<file path="config.mk">
export PLATFORM = sky130hd
export DESIGN_NAME = compass_heading_atan2_flat
export DESIGN_NICKNAME = d
export VERILOG_FILES = /design/src/rtl/core/cha_pkg.sv /design/src/rtl/core/cha_if.sv /design/src/rtl/core/compass_heading_atan2.sv /design/src/flat_wrapper.sv
export SDC_FILE = /design/constraint.sdc
export NUM_CORES = 1
export LEC_CHECK = 0
export ABC_AREA = 0
export BUFFER_PORTS_ARGS = -buffer_cell sky130_fd_sc_hd__buf_4
export CAP_MARGIN = 20
export CORE_MARGIN = 2
export CORE_UTILIZATION = 52
export DETAILED_ROUTE_END_ITERATION = 6
export HOLD_SLACK_MARGIN = 0.02
export PLACE_DENSITY = 0.82
export SETUP_SLACK_MARGIN = 0.4
export SYNTH_ARGS = -nofsm -noshare
export SYNTH_HDL_FRONTEND = slang
export SYNTH_SLANG_ARGS = --single-unit
</file>
<file path="constraint.sdc">
create_clock -name clk -period 12.9 [get_ports clk]
set_input_delay 2.58 -clock clk [delete_from_list [all_inputs] [get_ports clk]]
set_output_delay 2.58 -clock clk [all_outputs]
set_load 0.005 [all_outputs]
</file>
<file path="src/rtl/core/cha_pkg.sv">
// Shared constants, table and payload widths for the compass heading block.
`default_nettype none
package cha_pkg;

    localparam int CORDIC_STEPS = 16;
    localparam int ATAN_LEN     = 24;
    localparam int STEP_COUNT   = (CORDIC_STEPS < ATAN_LEN) ? CORDIC_STEPS : ATAN_LEN;
    localparam int STEP_W       = $clog2(ATAN_LEN);

    localparam int RAW_W        = 16;
    localparam int DEC_W        = 15;
    localparam int HEAD_W       = 17;
    localparam int PRESCALE_SH  = 8;
    localparam int VEC_W        = 27;
    localparam int ANG_W        = 26;
    localparam int DEG_W        = ANG_W - PRESCALE_SH;
    localparam int DIFF_W       = HEAD_W + 2;
    localparam int TAB_W        = 22;

    localparam logic signed [DEC_W-1:0] DEC_RESET    = 15'sd290;
    localparam logic signed [ANG_W-1:0] QUARTER_TURN = 26'sd5898240;
    localparam logic signed [ANG_W-1:0] ROUND_BIAS   = 26'sd128;

    localparam logic [TAB_W-1:0] ATAN_TABLE [ATAN_LEN] = '{
        22'd2949120, 22'd1740967, 22'd919879, 22'd466945,
        22'd234379,  22'd117304,  22'd58666,  22'd29335,
        22'd14668,   22'd7334,    22'd3667,   22'd1833,
        22'd917,     22'd458,     22'd229,    22'd115,
        22'd57,      22'd29,      22'd14,     22'd7,
        22'd4,       22'd2,       22'd1,      22'd0
    };

endpackage
`default_nettype wire

</file>
<file path="src/rtl/core/cha_if.sv">
// Valid/ready channel interfaces for magnetometer samples and heading results.
`default_nettype none
interface cha_sample_if;
    logic                                  valid;
    logic                                  ready;
    logic signed [cha_pkg::RAW_W-1:0]      raw_x;
    logic signed [cha_pkg::RAW_W-1:0]      raw_y;
    logic signed [cha_pkg::RAW_W-1:0]      raw_z;

    modport source (output valid, output raw_x, output raw_y, output raw_z, input ready);
    modport sink   (input valid, input raw_x, input raw_y, input raw_z, output ready);
endinterface

interface cha_result_if;
    logic                                  valid;
    logic                                  ready;
    logic signed [cha_pkg::HEAD_W-1:0]     heading;
    logic                                  valid_res;

    modport source (output valid, output heading, output valid_res, input ready);
    modport sink   (input valid, input heading, input valid_res, output ready);
endinterface
`default_nettype wire

</file>
<file path="src/rtl/core/compass_heading_atan2.sv">
// Compass heading top level: CORDIC vectoring atan2 with declination offset.
`default_nettype none
// Takes one magnetometer sample beat (raw_x, raw_y, raw_z) and returns one
// result beat: heading = atan2(raw_x, raw_y) in 1/256 degree minus the
// declination register, unwrapped, with valid_res low (heading 0) for an
// all-zero sample. A sample beat is taken only while idle: the accepting edge
// loads and pre-rotates it, STEP_COUNT micro-rotations then run one per step
// on the shared add/shift unit, and a final step rounds, subtracts the
// declination and loads the output register once it is free. No new sample is
// taken until the result is in the output register. A sample with x and y both
// zero skips the micro-rotations and goes straight to the final step. The
// output register holds a finished beat so the next sample can be taken while
// that beat waits; that sample then holds in its final step until the waiting
// beat is taken.
module compass_heading_atan2 (
    input  wire                                 clk,
    input  wire                                 rst_n,
    input  wire                                 decl_wen,
    input  wire  [cha_pkg::DEC_W-1:0]           decl_wdata,
    cha_sample_if.sink                          samples,
    cha_result_if.source                        result
);

    localparam logic [1:0] ST_IDLE = 2'd0;
    localparam logic [1:0] ST_RUN  = 2'd1;
    localparam logic [1:0] ST_FIN  = 2'd2;

    logic [1:0]                               state_reg, state_next;
    logic [cha_pkg::STEP_W-1:0]               step_reg, step_next;
    logic signed [cha_pkg::VEC_W-1:0]         re_reg, re_next;
    logic signed [cha_pkg::VEC_W-1:0]         im_reg, im_next;
    logic signed [cha_pkg::ANG_W-1:0]         ang_reg, ang_next;
    logic                                     ok_reg, ok_next;
    logic signed [cha_pkg::DEC_W-1:0]         dec_reg;
    logic                                     out_valid_reg, out_valid_next;
    logic signed [cha_pkg::HEAD_W-1:0]        heading_reg, heading_next;
    logic                                     valid_res_reg, valid_res_next;

    logic                                     accept;
    logic                                     out_free;
    logic                                     xy_zero;
    logic signed [cha_pkg::VEC_W-1:0]         re_in, im_in;
    logic signed [cha_pkg::VEC_W-1:0]         dre, dim;
    logic signed [cha_pkg::ANG_W-1:0]         tab_val;
    logic signed [cha_pkg::ANG_W-1:0]         ang_rnd;
    logic signed [cha_pkg::DEG_W-1:0]         deg;
    logic signed [cha_pkg::DIFF_W-1:0]        diff;

    assign samples.ready    = (state_reg == ST_IDLE);
    assign accept           = samples.valid && samples.ready;
    assign out_free         = !out_valid_reg || result.ready;
    assign result.valid     = out_valid_reg;
    assign result.heading   = heading_reg;
    assign result.valid_res = valid_res_reg;

    assign xy_zero = (samples.raw_x == '0) && (samples.raw_y == '0);
    assign re_in   = {{(cha_pkg::VEC_W - cha_pkg::RAW_W - cha_pkg::PRESCALE_SH)
                      {samples.raw_y[cha_pkg::RAW_W-1]}},
                      samples.raw_y, {cha_pkg::PRESCALE_SH{1'b0}}};
    assign im_in   = {{(cha_pkg::VEC_W - cha_pkg::RAW_W - cha_pkg::PRESCALE_SH)
                      {samples.raw_x[cha_pkg::RAW_W-1]}},
                      samples.raw_x, {cha_pkg::PRESCALE_SH{1'b0}}};

    assign dre     = im_reg >>> step_reg;
    assign dim     = re_reg >>> step_reg;
    assign tab_val = $signed(cha_pkg::ANG_W'(cha_pkg::ATAN_TABLE[step_reg]));

    assign ang_rnd = ang_reg + cha_pkg::ROUND_BIAS;
    assign deg     = $signed(ang_rnd[cha_pkg::ANG_W-1:cha_pkg::PRESCALE_SH]);
    assign diff    = cha_pkg::DIFF_W'(deg) - cha_pkg::DIFF_W'(dec_reg);

    always_comb
    begin
        state_next     = state_reg;
        step_next      = step_reg;
        re_next        = re_reg;
        im_next        = im_reg;
        ang_next       = ang_reg;
        ok_next        = ok_reg;
        heading_next   = heading_reg;
        valid_res_next = valid_res_reg;
        out_valid_next = out_valid_reg && !result.ready;

        unique case (state_reg)
            ST_IDLE:
            begin
                if (accept)
                begin
                    step_next = '0;
                    ok_next   = !xy_zero || (samples.raw_z != '0);
                    ang_next  = '0;
                    re_next   = re_in;
                    im_next   = im_in;
                    if (re_in[cha_pkg::VEC_W-1])
                    begin
                        if (!im_in[cha_pkg::VEC_W-1])
                        begin
                            re_next  = im_in;
                            im_next  = -re_in;
                            ang_next = cha_pkg::QUARTER_TURN;
                        end
                        else
                        begin
                            re_next  = -im_in;
                            im_next  = re_in;
                            ang_next = -cha_pkg::QUARTER_TURN;
                        end
                    end
                    state_next = xy_zero ? ST_FIN : ST_RUN;
                end
            end
            ST_RUN:
            begin
                if (!im_reg[cha_pkg::VEC_W-1])
                begin
                    re_next  = re_reg + dre;
                    im_next  = im_reg - dim;
                    ang_next = ang_reg + tab_val;
                end
                else
                begin
                    re_next  = re_reg - dre;
                    im_next  = im_reg + dim;
                    ang_next = ang_reg - tab_val;
                end
                step_next = step_reg + 1'b1;
                if (step_reg == cha_pkg::STEP_W'(cha_pkg::STEP_COUNT - 1))
                begin
                    state_next = ST_FIN;
                end
            end
            ST_FIN:
            begin
                if (out_free)
                begin
                    out_valid_next = 1'b1;
                    valid_res_next = ok_reg;
                    heading_next   = ok_reg ? diff[cha_pkg::HEAD_W-1:0] : '0;
                    state_next     = ST_IDLE;
                end
            end
            default:
            begin
                state_next = ST_IDLE;
            end
        endcase
    end

    always_ff @(posedge clk or negedge rst_n)
    begin
        if (!rst_n)
        begin
            state_reg     <= ST_IDLE;
            step_reg      <= '0;
            out_valid_reg <= 1'b0;
            dec_reg       <= cha_pkg::DEC_RESET;
        end
        else
        begin
            state_reg     <= state_next;
            step_reg      <= step_next;
            out_valid_reg <= out_valid_next;
            if (decl_wen)
            begin
                dec_reg <= $signed(decl_wdata);
            end
        end
    end

    always_ff @(posedge clk)
    begin
        re_reg        <= re_next;
        im_reg        <= im_next;
        ang_reg       <= ang_next;
        ok_reg        <= ok_next;
        heading_reg   <= heading_next;
        valid_res_reg <= valid_res_next;
    end

`ifndef NO_ASSERTIONS
    a_invalid_zero: assert property (@(posedge clk) disable iff (!rst_n)
        result.valid && !result.valid_res |-> result.heading == '0)
        else $error("invalid beat carries nonzero heading");

    a_busy_after_accept: assert property (@(posedge clk) disable iff (!rst_n)
        accept |=> !samples.ready)
        else $error("sample taken while previous one in work");

    a_step_bound: assert property (@(posedge clk) disable iff (!rst_n)
        state_reg == ST_RUN |-> step_reg < cha_pkg::STEP_W'(cha_pkg::STEP_COUNT))
        else $error("CORDIC step counter out of range");

    a_fin_loads: assert property (@(posedge clk) disable iff (!rst_n)
        state_reg == ST_FIN && out_free |=> result.valid && samples.ready)
        else $error("finished sample did not reach output register");
`endif

endmodule
`default_nettype wire
</file>
<file path="src/flat_wrapper.sv">
// flat-port wrapper written by rule: the top's interface ports become plain ports
module compass_heading_atan2_flat 
  (clk, rst_n, decl_wen, decl_wdata, samples_valid, samples_raw_x, samples_raw_y, samples_raw_z, samples_ready, result_valid, result_heading, result_valid_res, result_ready);
  cha_sample_if samples_i ();
  cha_result_if result_i ();
  input  wire clk;
  input  wire rst_n;
  input  wire decl_wen;
  input  wire  [cha_pkg::DEC_W-1:0] decl_wdata;
  input wire logic [$bits(samples_i.valid)-1:0] samples_valid;
  input wire logic [$bits(samples_i.raw_x)-1:0] samples_raw_x;
  input wire logic [$bits(samples_i.raw_y)-1:0] samples_raw_y;
  input wire logic [$bits(samples_i.raw_z)-1:0] samples_raw_z;
  output wire logic [$bits(samples_i.ready)-1:0] samples_ready;
  output wire logic [$bits(result_i.valid)-1:0] result_valid;
  output wire logic [$bits(result_i.heading)-1:0] result_heading;
  output wire logic [$bits(result_i.valid_res)-1:0] result_valid_res;
  input wire logic [$bits(result_i.ready)-1:0] result_ready;
  assign samples_i.valid = samples_valid;
  assign samples_i.raw_x = samples_raw_x;
  assign samples_i.raw_y = samples_raw_y;
  assign samples_i.raw_z = samples_raw_z;
  assign samples_ready = samples_i.ready;
  assign result_valid = result_i.valid;
  assign result_heading = result_i.heading;
  assign result_valid_res = result_i.valid_res;
  assign result_i.ready = result_ready;
  compass_heading_atan2 u_core (.clk(clk), .rst_n(rst_n), .decl_wen(decl_wen), .decl_wdata(decl_wdata), .samples(samples_i), .result(result_i));
endmodule
</file>
# After elaboration in Yosys (flattened, before gate mapping)
# Memory sizes are Yosys's and may differ from the RTL's.
# Index checks and enable logic that the tools add are counted.
[totals]
inputBits = 68
n_memories = 1
register_bits = 122
mem_bits_ro = 704
elab_cells = 75
out_inout_bits = 20
[mem_list]
columns = ["name", "words", "width", "rd", "rd_ports_with_merged_regs", "wr", "line", "text"]
rows = [
  ["(no name shown)", 32, 22, 1, 0, 0, "compass_heading_atan2.sv:66", "assign tab_val = $signed(cha_pkg::ANG_W'(cha_pkg::ATAN_TABLE[step_reg]));"],
]
[op_classes]
eq_ne = 6
bitwise = 1
addsub = 11
n_shift = 2
n_lt_le_gt_ge = 1
reduce_logical = 17
n_mux = 26
[ops]
columns = ["cell", "n"]
rows = [
  ["two-way mux 27 bit", 8],
  ["one-hot mux 27 bit (2 select lines)", 2],
  ["two-way mux 26 bit", 4],
  ["adder 27 bit", 2],
  ["negator 24 -> 27 bit", 2],
  [">>> shifter 27 x 5 -> 27 bit", 2],
  ["subtractor 27 bit", 2],
  ["one-hot mux 26 bit (2 select lines)", 1],
  ["two-way mux 22 bit", 2],
  ["zero test 16 bit", 2],
  ["adder 26 x 23 -> 26 bit", 1],
  ["subtractor 26 x 23 -> 26 bit", 1],
  ["adder 25 x 9 -> 25 bit, second input constant", 1],
  ["subtractor 17 x 15 -> 17 bit", 1],
  ["nonzero test 16 bit", 1],
  ["one-hot mux 5 bit (2 select lines)", 1],
  ["two-way mux 2 bit", 4],
  ["greater-or-equal comparator 6 bit, second input constant", 1],
  ["inverter 5 -> 6 bit", 1],
  ["one-hot mux 2 bit (3 select lines)", 1],
  ["AND reduction 2 bit", 3],
  ["adder 5 x 1 -> 5 bit, second input constant", 1],
  ["equality test 5 x 4 -> 1 bit, second input constant", 1],
  ["two-way mux 5 bit", 1],
  ["other kinds (11)", 18],
]

# Depth between registers and ports, before layout
# Gate-level depths: netlist of run 1.
[depth]
ltp_word = 7
depth_mapped = 26
depth_no_buf = 22

# Worst setup path after synthesis of run 1
# No wires, ideal clock.
[synth_path]
path_type = "register -> register"
start = "register u_core.step_reg[0] in the netlist's numbering"
end = "register u_core.ang_reg[18] in the netlist's numbering (data pin)"
arrival_ns = 5.075
path_buffers = 4
setup_ns = 0.256
required_ns = 12.644
slack_ns = 7.569
path_stages_with_launch = 25
period_less_slack_ns = 5.331
path_cell_list = "dfrtp_1 -> buf_6 -> buf_6 -> buf_6 -> buf_4 -> inv_2 -> ha_1 -> inv_1 -> mux4_2 -> a21oi_1 -> nor3_1 -> and2_1 -> and3_1 -> nor2_1 -> xnor2_1 -> ha_1 -> and3_1 -> and3_1 -> a211oi_1 -> nor3_1 -> o31ai_1 -> a21boi_0 -> o21ai_0 -> nand3_1 -> a31o_2"
[synth_via]
elab_chain_cells = 7
elab_cells_between_ends = 8
cone_classes = "add/sub (2); mux (4); bitwise (1); memory (1)"
[synth_lines]
columns = ["item", "line", "text"]
rows = [
  ["from (decl)", "compass_heading_atan2.sv:29", "logic [cha_pkg::STEP_W-1:0] step_reg, step_next;"],
  ["from (signal assigned)", "compass_heading_atan2.sv:161", "step_reg <= step_next;"],
  ["inverter 5 -> 6 bit (not written as such) (*)", "compass_heading_atan2.sv:66", ""],
  ["memory read (32 x 22 bit) (*)", "-", ""],
  ["two-way mux 22 bit (not written as such) (*) (2 in series)", "compass_heading_atan2.sv:66", ""],
  ["adder 26 x 23 -> 26 bit or subtractor 26 x 23 -> 26 bit (tied branches)", "compass_heading_atan2.sv:118, compass_heading_atan2.sv:124", ""],
  ["two-way mux 26 bit (*)", "compass_heading_atan2.sv:114", "if (!im_reg[cha_pkg::VEC_W-1])"],
  ["one-hot mux 26 bit (2 select lines) (*)", "compass_heading_atan2.sv:84", "unique case (state_reg)"],
  ["net u_core.ang_next, one bit", "compass_heading_atan2.sv:32", "logic signed [cha_pkg::ANG_W-1:0] ang_reg, ang_next;"],
  ["to (signal assigned)", "compass_heading_atan2.sv:174", "ang_reg <= ang_next;"],
  ["to (decl)", "compass_heading_atan2.sv:32", ""],
]
# Mark *: on every way through the listed nets, which the timed path passes. The rest lies on a longest branch. The select of a mux whose other input is x is not followed.
# A chain may end at the register's enable or synchronous reset.

# Final worst setup path of run 1
[layout_path]
start = "register u_core.step_reg[0] in the netlist's numbering"
end = "register u_core.im_reg[26] in the netlist's numbering (data pin)"
[layout_via]
elab_chain_cells = 4
elab_cells_between_ends = 5
cone_classes = "add/sub (2); shift (1); mux (2)"
[layout_lines]
columns = ["item", "line", "text"]
rows = [
  [">>> shifter 27 x 5 -> 27 bit (*)", "compass_heading_atan2.sv:65", "assign dim = re_reg >>> step_reg;"],
  ["subtractor 27 bit or adder 27 bit (tied branches)", "compass_heading_atan2.sv:117, compass_heading_atan2.sv:123", ""],
  ["two-way mux 27 bit (*)", "compass_heading_atan2.sv:114", ""],
  ["one-hot mux 27 bit (2 select lines) (*)", "compass_heading_atan2.sv:84", ""],
  ["net u_core.im_next, one bit", "compass_heading_atan2.sv:31", "logic signed [cha_pkg::VEC_W-1:0] im_reg, im_next;"],
  ["to (signal assigned)", "compass_heading_atan2.sv:173", "im_reg <= im_next;"],
  ["to (decl)", "compass_heading_atan2.sv:31", ""],
]
# Mark *: on every way through the listed nets, which the timed path passes. The rest lies on a longest branch.

==> results.cfg, run 1 <==
[route]
ant_nets = 0
avgViaCountPerCell = 6.63
vias = 15300
dr.pass1.iters = 6
wire_per_inst_um = 21.7
drtIter0Drc = 1698
route.detailed.drc = 0
finalWirelength_um = 50000

[yosys]
ys_seq_area_share_pct = 21.9
syn_area_mm2 = 0.0161
syn_nets = 2062
yosys_most_used_dff = edfxtp_1
synth_edf_count = 98
synth_area_per_cell_um2 = 8.56
synth_seq_cells = 121
synth_mux_area_share_pct = 12.9
synth_top_family_by_area = compound AO/OA/AOI/OAI gates
synth_cells = 1878
synthAdderAreaFrac_pct = 9.22
async_flop_share_pct = 19.0
synth_xor_area_share_pct = 8.76
netlist-cell-type-count = 103
yosys.area_share.simple_pct = 19.4
synth_compound_area_share_pct = 22.2
ys_warn_count = 0

[cells_and_area]
fin_area_mm2 = 0.0174
area_growth_pct = 8.21
final_util_pct = 57.0
drive_above_1_share_pct = 14.5
num_antenna_cells = 0
final_cell_mix = nand2_1 (184), nor2_1 (165), o21ai_0 (124)
fillerInstances = 2665
final_common_cell = nand2_1
final_nets = 2085

[setup_path]
cp-end-kind = flip-flop
path_class = reg -> reg
cp.arrival_ns = 7.23
crit_family = compound AO/OA/AOI/OAI gates
max_stage_delay_ns = 0.86
worst_path_max_delay_cell = dfrtp_4
path_cells = buf_4 > mux4_2 > a222oi_1 > o221a_2 > o211ai_1 > nor4b_1 > and3b_1 > and2_1 > nor2_1 > xor2_1 > ha_1 > a21o_1 > a21o_1 > a21oi_1 > o21ai_0 > a31oi_1 > o21ai_0 > a21oi_1 > xor3_1 > o21ai_1
startpoint_type = flip-flop
path_buf_inv = 1
cp_max_fo = 51
required_ns = 13.21

[clock_network]
cts_tree = yes
clkLatencyLatePin_ns = 0.46
cts_root_buffer = clkbuf_16
clock_sinks = 121
cts_post_setup_buffers_inserted = 0
cts.clk_slew.worst_paths_ns = 0.07
ctsResizeCount = 0
clockBufferDepth = 2
ctsHoldBuffers = 0
cts_htree_levels = 4
cts_buffers = 17

[global_route]
grt_antenna_before_repair = 0
grt_overflow_total = 0
grt_pass1_vias = 14900
grt_pass1_wl_um = 79500
grt_usage_pct = 30.5
grt_start_max_net_pins = 97

[timing]
fmax_mhz = 145
rsz0062_at_grt = false
finClkSkew_ns = 0.0141
worst_pin_slew_ns = 1.02
drv_slew = 0
setup_viol = 0
min_period_over_period_pct = 53.6
fin_crit_ns = 6.92
tns_ns = 0
slew_headroom_pct = 31.8
hold_viol = 0
setup_ws_ns = 5.98

[floorplanning]
die_area_mm2 = 0.0323
die_height_um = 180
coreArea_mm2 = 0.0305
top_level_ports = 88
rows = 64
die_x_um = 180
start_util_pct = 52.7

[hold_path]
hold_class = reg -> reg

[job]
maxCapViolations = 0

[outcome]
status = finished, final reports clean

[place]
dpl.hpwl_um = 36500
port_buffers = 87
gp_congestion = 1.05
place_area_mm2 = 0.0168
dpl_worst_slack_ns = 6.12
## cells in the mapped netlist (all sizes together) (27+ instances only)
master / count / area share (%)
a21o: 29 / 1.4
a21oi: 112 / 3.5
buf: 36 / 1.4
clkbuf: 66 / 2.4
edfxtp: 98 / 18
ha: 112 / 8.7
inv: 78 / 1.8
mux2: 29 / 2.0
mux2i: 44 / 2.7
mux4: 57 / 8.1
nand2: 185 / 4.3
nand2b: 27 / 1.1
nand3: 55 / 1.8
nor2: 165 / 3.9
nor3: 45 / 1.5
o211ai: 37 / 1.7
o21ai: 127 / 4.0
xnor2: 76 / 4.1
xor2: 82 / 4.5
## logic make-up (layout without fill, tap and decap cells)
kind of cell / count (synthesis) / count (layout)
muxes: 130 / 130
buffers and inverters: 180 / 216
adders and majority gates: 116 / 116
AOI/OAI and AO/OA: 537 / 537
and+or+nand+nor: 635 / 635
xor gates and xnor gates: 159 / 159
DFF: 121 / 121
## per-stage QoR
| step | instances | hold WS, ns |
|---|---|---|
| 4_1_cts | 2309 | 0.540 |
| 2_1_floorplan | 1878 | 0.424 |
| 6_report | 2310 | 0.542 |
| 5_1_grt | 2310 | 0.572 |
| 3_3_place_gp | 2277 | 0.511 |
| 3_5_place_dp | 2277 | 0.517 |
## per-layer routing
layer	GRT usage [%]	routed length, um
met1	35.8	19200
met2	51.3	23700
met3	6.60	4240
met4	18.1	2900
met5	0	0
## worst reg2reg max path: cells and delay by family, from the launching register on
kind	cells	cell delay, ns
adders and majority gates	1	0.31
xor gates and xnor gates	2	0.42
DFF	1	0.86
and+or+nand+nor	4	1.35
buffers and inverters	1	0.73
AOI/OAI and AO/OA	11	2.44
muxes	1	0.63
## final timing paths
| check | start | end | slack (ns) | depth (start not counted) |
|---|---|---|---|---|
| setup / recovery | u_core.step_reg[0] | u_core.im_reg[26] | 5.98 | 20 |
| max in group asynchronous | rst_n | u_core.dec_reg[5] | 10.56 | 1 |
| setup reg to reg | u_core.step_reg[0] | u_core.im_reg[26] | 5.98 | 20 |
| hold reg to reg | u_core.dec_reg[0] | u_core.dec_reg[0] | 0.54 | 1 |
| min in group asynchronous | rst_n | u_core.dec_reg[2] | 2.03 | 1 |
| hold / removal | u_core.dec_reg[0] | u_core.dec_reg[0] | 0.54 | 1 |
## area by class of cell
class / instances / area (um^2) / area share [%]
Tap cell: 396 / 495 / 2.85
Inverter: 78 / 294 / 1.69
Clock inverter: 15 / 178 / 1.02
Multi-Input combinational cell: 1577 / 11700 / 67.0
Clock buffer: 17 / 425 / 2.45
Sequential cell: 121 / 3530 / 20.3
Timing Repair Buffer: 106 / 816 / 4.69
Power of run 1 is left out: the tool's default activity adds up to more than one toggle a clock period on the data nets, which glitch-free logic cannot reach.
==> inputs of run 2 (changes only) <==
- ABC_AREA: 0 -> 1
- clock period: 12.9 -> 6.5 ns (I/O delays scaled with it)
==> run 2 against run 1 <==
Setup slack worse by 4.6 ns; critical path type unchanged; critical endpoint is now u_core.im_reg[19]; synthesized area down 3.4%; largest cell class unchanged; synthesized cell count up 30%.
==> results.cfg, run 2 <==
[route]
finalWirelength_um = 50800
dr.pass1.iters = 6
vias = 16900
ant_nets = 0
route.detailed.drc = 0
avgViaCountPerCell = 5.84
drtIter0Drc = 1490
wire_per_inst_um = 17.6

[clock_network]
cts_root_buffer = clkbuf_16
clock_sinks = 121
cts_htree_levels = 4
clockBufferDepth = 2
cts.clk_slew.worst_paths_ns = 0.06
ctsResizeCount = 0
clkLatencyLatePin_ns = 0.45
cts_buffers = 17
ctsHoldBuffers = 0
cts_tree = yes
cts_post_setup_buffers_inserted = 0

[hold_path]
hold_depth = 2
min_to = u_core.dec_reg[5]
min_from = u_core.dec_reg[5]
hold_class = reg -> reg

[cells_and_area]
final_util_pct = 57.4
area_growth_pct = 9.18
final_cell_mix = nand2_1 (718), inv_1 (255), nand3_1 (247)
num_antenna_cells = 0
ff_latch_area_mm2 = 0.00353
final_common_cell = nand2_1
multiInputGateArea_mm2 = 0.0105
fillerInstances = 2927
fin_cells = 2891
fin_area_mm2 = 0.0170
final_nets = 2672
drive_above_1_share_pct = 8.44

[timing]
min_period_over_period_pct = 79.2
finClkSkew_ns = 0.00952
drv_slew = 0
hold_viol = 0
fmax_mhz = 194
tns_ns = 0
worst_pin_slew_ns = 0.805
rsz0062_at_grt = false
slew_headroom_pct = 46.3
fin_crit_ns = 5.15
setup_viol = 0

[yosys]
synth_edf_count = 98
netlist-cell-type-count = 62
yosys.area.top_type = edfxtp_1
syn_nets = 2633
synth_seq_cells = 121
async_flop_share_pct = 19.0
synth_top_cell_area_share_pct = 18.9
synth_area_per_cell_um2 = 6.34
ys_seq_area_share_pct = 22.7
yosys_most_used_dff = edfxtp_1
syn_area_mm2 = 0.0155
synth_cells = 2449
synthTopCellsByArea = edfxtp_1 (19%), nand2_1 (17%), ha_1 (9.0%), nand3_1 (8.0%), inv_1 (6.2%)
synth_common_cells = nand2_1 (718), inv_1 (257), nand3_1 (247), nor2_1 (207), a21oi_1 (178)
yosysMostFrequentCell = nand2_1
ys_warn_count = 0

[floorplanning]
top_level_ports = 88
rows = 63
coreArea_mm2 = 0.0296
die_area_mm2 = 0.0313
start_util_pct = 52.6
die_x_um = 177
die_height_um = 177

[place]
gp_congestion = 0.983
port_buffers = 87
dpl.hpwl_um = 39400
place_area_mm2 = 0.0164
placed_cells = 2859

[global_route]
grt_usage_pct = 32.6
grt_antenna_before_repair = 0
grt.busiest_layer = met2
grt_pass1_wl_um = 80200
grt_pass1_vias = 15700
use_met3_pct = 3.82
use_met2_pct = 54.9
grt_overflow_total = 0
grt.met1_usage_pct = 40.5
grt_start_max_net_pins = 63

[setup_path]
cp-end-kind = flip-flop
required_ns = 6.70
cpMostUsedCell = nand2_1
cp.arrival_ns = 5.35
r2r_end = u_core.im_reg[19]
cp_max_fo = 32
max_stage_delay_ns = 0.67
crit_family = simple AND/OR/NAND/NOR gates
rr_startpoint = u_core.step_reg[0]
reg2regPathDepth = 30
rrSetupSlack_ns = 1.35
path_buf_inv = 4
startpoint_type = flip-flop
path_class = reg -> reg
worst_path_max_delay_cell = dfrtp_2

[job]
maxCapViolations = 0

[outcome]
status = finished, final reports clean
## run 2: changes by cell type in the layout (fill, tap and decap cells not counted), sizes merged, moves of 39 or more
cell   change
nand2    +549
nand3    +195
inv      +174
a21oi     +66
o21ai     +59
mux4      -57
nor2      +56
mux2i     -44
xnor2     -39
## run 2: how the worst max path moves through the flow
stage / endpoint / slack (ns) / depth (start not counted) / startpoint
after floorplan: u_core.ang_reg[22] / 2.33 / 23 / u_core.step_reg[0]
after global placement: u_core.im_reg[19] / 1.58 / 30 / u_core.step_reg[0]
after detailed placement: u_core.im_reg[19] / 1.50 / 30 / u_core.step_reg[0]
after CTS: u_core.im_reg[19] / 1.48 / 30 / u_core.step_reg[0]
after global routing: u_core.im_reg[19] / 0.74 / 30 / u_core.step_reg[0]
final: u_core.im_reg[19] / 1.35 / 30 / u_core.step_reg[0]
## run 2: cells by family after synthesis
family | after synthesis | share of synthesized area, %
AOI/OAI and AO/OA | 476 | 17.5
xor gates and xnor gates | 95 | 5.36
adders and majority gates | 116 | 9.54
buffers and inverters | 353 | 9.62
DFF | 121 | 22.7
muxes | 1 | 0.0725
and+or+nand+nor | 1287 | 35.2
## run 2: tightest hold or removal path, delay by kind of cell, from the launching register on
| kind | cells | cell delay [ns] |
|---|---|---|
| DFF | 1 | 0.36 |
| buffers and inverters | 1 | 0.07 |
| AOI/OAI and AO/OA | 1 | 0.08 |
## run 2: final cells by class
type / count / area share, %
clock inverter: 12 / 0.878
tap: 390 / 2.88
sequential: 121 / 20.8
multi-input combinational: 1975 / 62.1
timing repair buffer: 111 / 4.91
clock buffer: 20 / 2.63
inverter: 262 / 5.85
## run 2: routing by layer
| layer | vias to the layer above | wire length [um] | share of wire (%) |
|---|---|---|---|
| met2 | 765 | 23500 | 46 |
| met5 | - | 0 | 0 |
| met3 | 157 | 3490 | 6.9 |
| met4 | 0 | 2740 | 5.4 |
| li1 | 8283 | - | - |
| met1 | 7681 | 21000 | 41 |
## run 2: metrics by stage
step                      setup WS, ns  hold WS (ns)
after floorplan                   2.33         0.424
after global placement            1.58         0.485
after detailed placement          1.50         0.506
after CTS                         1.48         0.514
after global routing             0.738         0.543
final                             1.35         0.518
Power of run 2 is left out for the same reason.
==> inputs of run 3 (changes only) <==
- ABC_AREA: 1 -> 0
- PLACE_DENSITY: 0.82 -> 0.84
- clock period: 6.5 -> 4.1 ns (I/O delays scaled with it)
==> run 3 against run 2 <==
The run now ends with design-rule violations, negative setup slack left; count of clock-buffer cells in the layout shrank 2; setup slack lost 2.9 ns; die area grew 3.4%; via count grew 16%; flip-flop and latch count is the same; register-to-register slack lost 2.9 ns; sequential share of layout area shrank 6.1 points; final cell count grew 1.0%.
==> results.cfg, run 3 (synthesis results as in run 1) <==
[route]
route.detailed.drc = 1
ant_nets = 0
avgViaCountPerCell = 6.69
wire_per_inst_um = 25.5
drtIter0Drc = 2493
finalWirelength_um = 74500
dr.pass1.iters = 7
vias = 19500

[global_route]
grt_antenna_before_repair = 2
grt_overflow_total = 0
grt_pass1_vias = 18900
grt_usage_pct = 40.9
grt_start_max_net_pins = 97
grt_pass1_wl_um = 104000

[cells_and_area]
num_antenna_cells = 0
final_cell_mix = buf_4 (647), nand2_1 (169), nor2_1 (140)
area_growth_pct = 49.5
fillerInstances = 1837
final_nets = 2695
final_common_cell = buf_4
fin_cells = 2920
drive_above_1_share_pct = 45.3

[outcome]
violations = design-rule violations, negative setup slack
status = finished, violations left

[setup_path]
cp-end-kind = flip-flop
path_class = reg -> reg
crit_family = compound AO/OA/AOI/OAI gates
rrSetupSlack_ns = -1.55
required_ns = 4.30
worst_path_max_delay_cell = dfrtp_4
max_stage_delay_ns = 0.53
cp.arrival_ns = 5.85
path_buf_inv = 9
startpoint_type = flip-flop
cpMostUsedCell = buf_4
cp_max_fo = 7

[hold_path]
hold_class = in -> async

[place]
dpl.hpwl_um = 48900
placed_cells = 2772
port_buffers = 87
gp_congestion = 1.07

[floorplanning]
top_level_ports = 88
die_x_um = 180
die_area_mm2 = 0.0323
start_util_pct = 52.7
coreArea_mm2 = 0.0305
rows = 64
die_height_um = 180

[timing]
min_period_over_period_pct = 138
finClkSkew_ns = 0.0263
rsz0062_at_grt = true
setup_ws_ns = -1.55
fmax_mhz = 177
setup_viol = 64
slew_headroom_pct = 46.8
hold_viol = 0
worst_pin_slew_ns = 0.793
fin_crit_ns = 5.65
drv_slew = 0

[clock_network]
cts_root_buffer = clkbuf_16
clock_sinks = 121
cts_buffers = 17
clkLatencyLatePin_ns = 0.49
clockBufferDepth = 2
cts_htree_levels = 4
cts.clk_slew.worst_paths_ns = 0.08
cts_tree = yes
ctsHoldBuffers = 0

[job]
maxCapViolations = 0
run 3: worst paths after layout:
path                                     from                 end  cells after the start
min                                     rst_n  u_core.step_reg[4]                      1
min reg2reg                 u_core.dec_reg[0]   u_core.dec_reg[0]                      1
max reg2reg                u_core.step_reg[0]  u_core.ang_reg[20]                     25
min in group clk            u_core.dec_reg[0]   u_core.dec_reg[0]                      1
max in group asynchronous               rst_n   u_core.dec_reg[1]                      1
max                        u_core.step_reg[0]  u_core.ang_reg[20]                     25
run 3: what timing repair did:
item | CTS | global route
pin swaps | 126 | 137
gates cloned | 2 | 1
gates resized for setup | 207 | 184
buffers inserted | 67 | 45
setup endpoints to repair | 73 | 74
run 3: layout make-up:
cell class / instances / area, um^2 / area share (%)
Sequential cell: 121 / 3530 / 14.7
Inverter: 78 / 312 / 1.30
Clock inverter: 14 / 139 / 0.578
Tap cell: 396 / 495 / 2.06
Timing Repair Buffer: 716 / 5830 / 24.3
Multi-Input combinational cell: 1577 / 13300 / 55.3
Clock buffer: 18 / 439 / 1.83
run 3: metrics by stage:
step                area [um^2]  util (%)  setup WS, ns  setup TNS, ns  hold slack [ns]
detailed placement        20800      68.3         -1.49         -54.90            0.512
finish                    24000      78.7         -1.55         -58.42            0.261
CTS                       22900      75.0         -1.09         -39.33            0.265
global placement          20800      68.3         -1.36         -48.37            0.504
floorplan                 16400         -        -0.847         -22.47            0.424
global route              24000      78.7         -1.59         -64.87            0.276
run 3: per-layer routing:
layer | part of all wire (%) | global-route usage [%] | routed length, um | vias up
met5 | 0.015 | 0 | 11 | -
met4 | 8.3 | 23.0 | 6150 | 2
met3 | 9.7 | 7.86 | 7240 | 515
met2 | 47 | 71.2 | 34900 | 1434
met1 | 35 | 47.0 | 26200 | 9259
li1 | - | - | - | 8318
Power of run 3 is left out for the same reason.
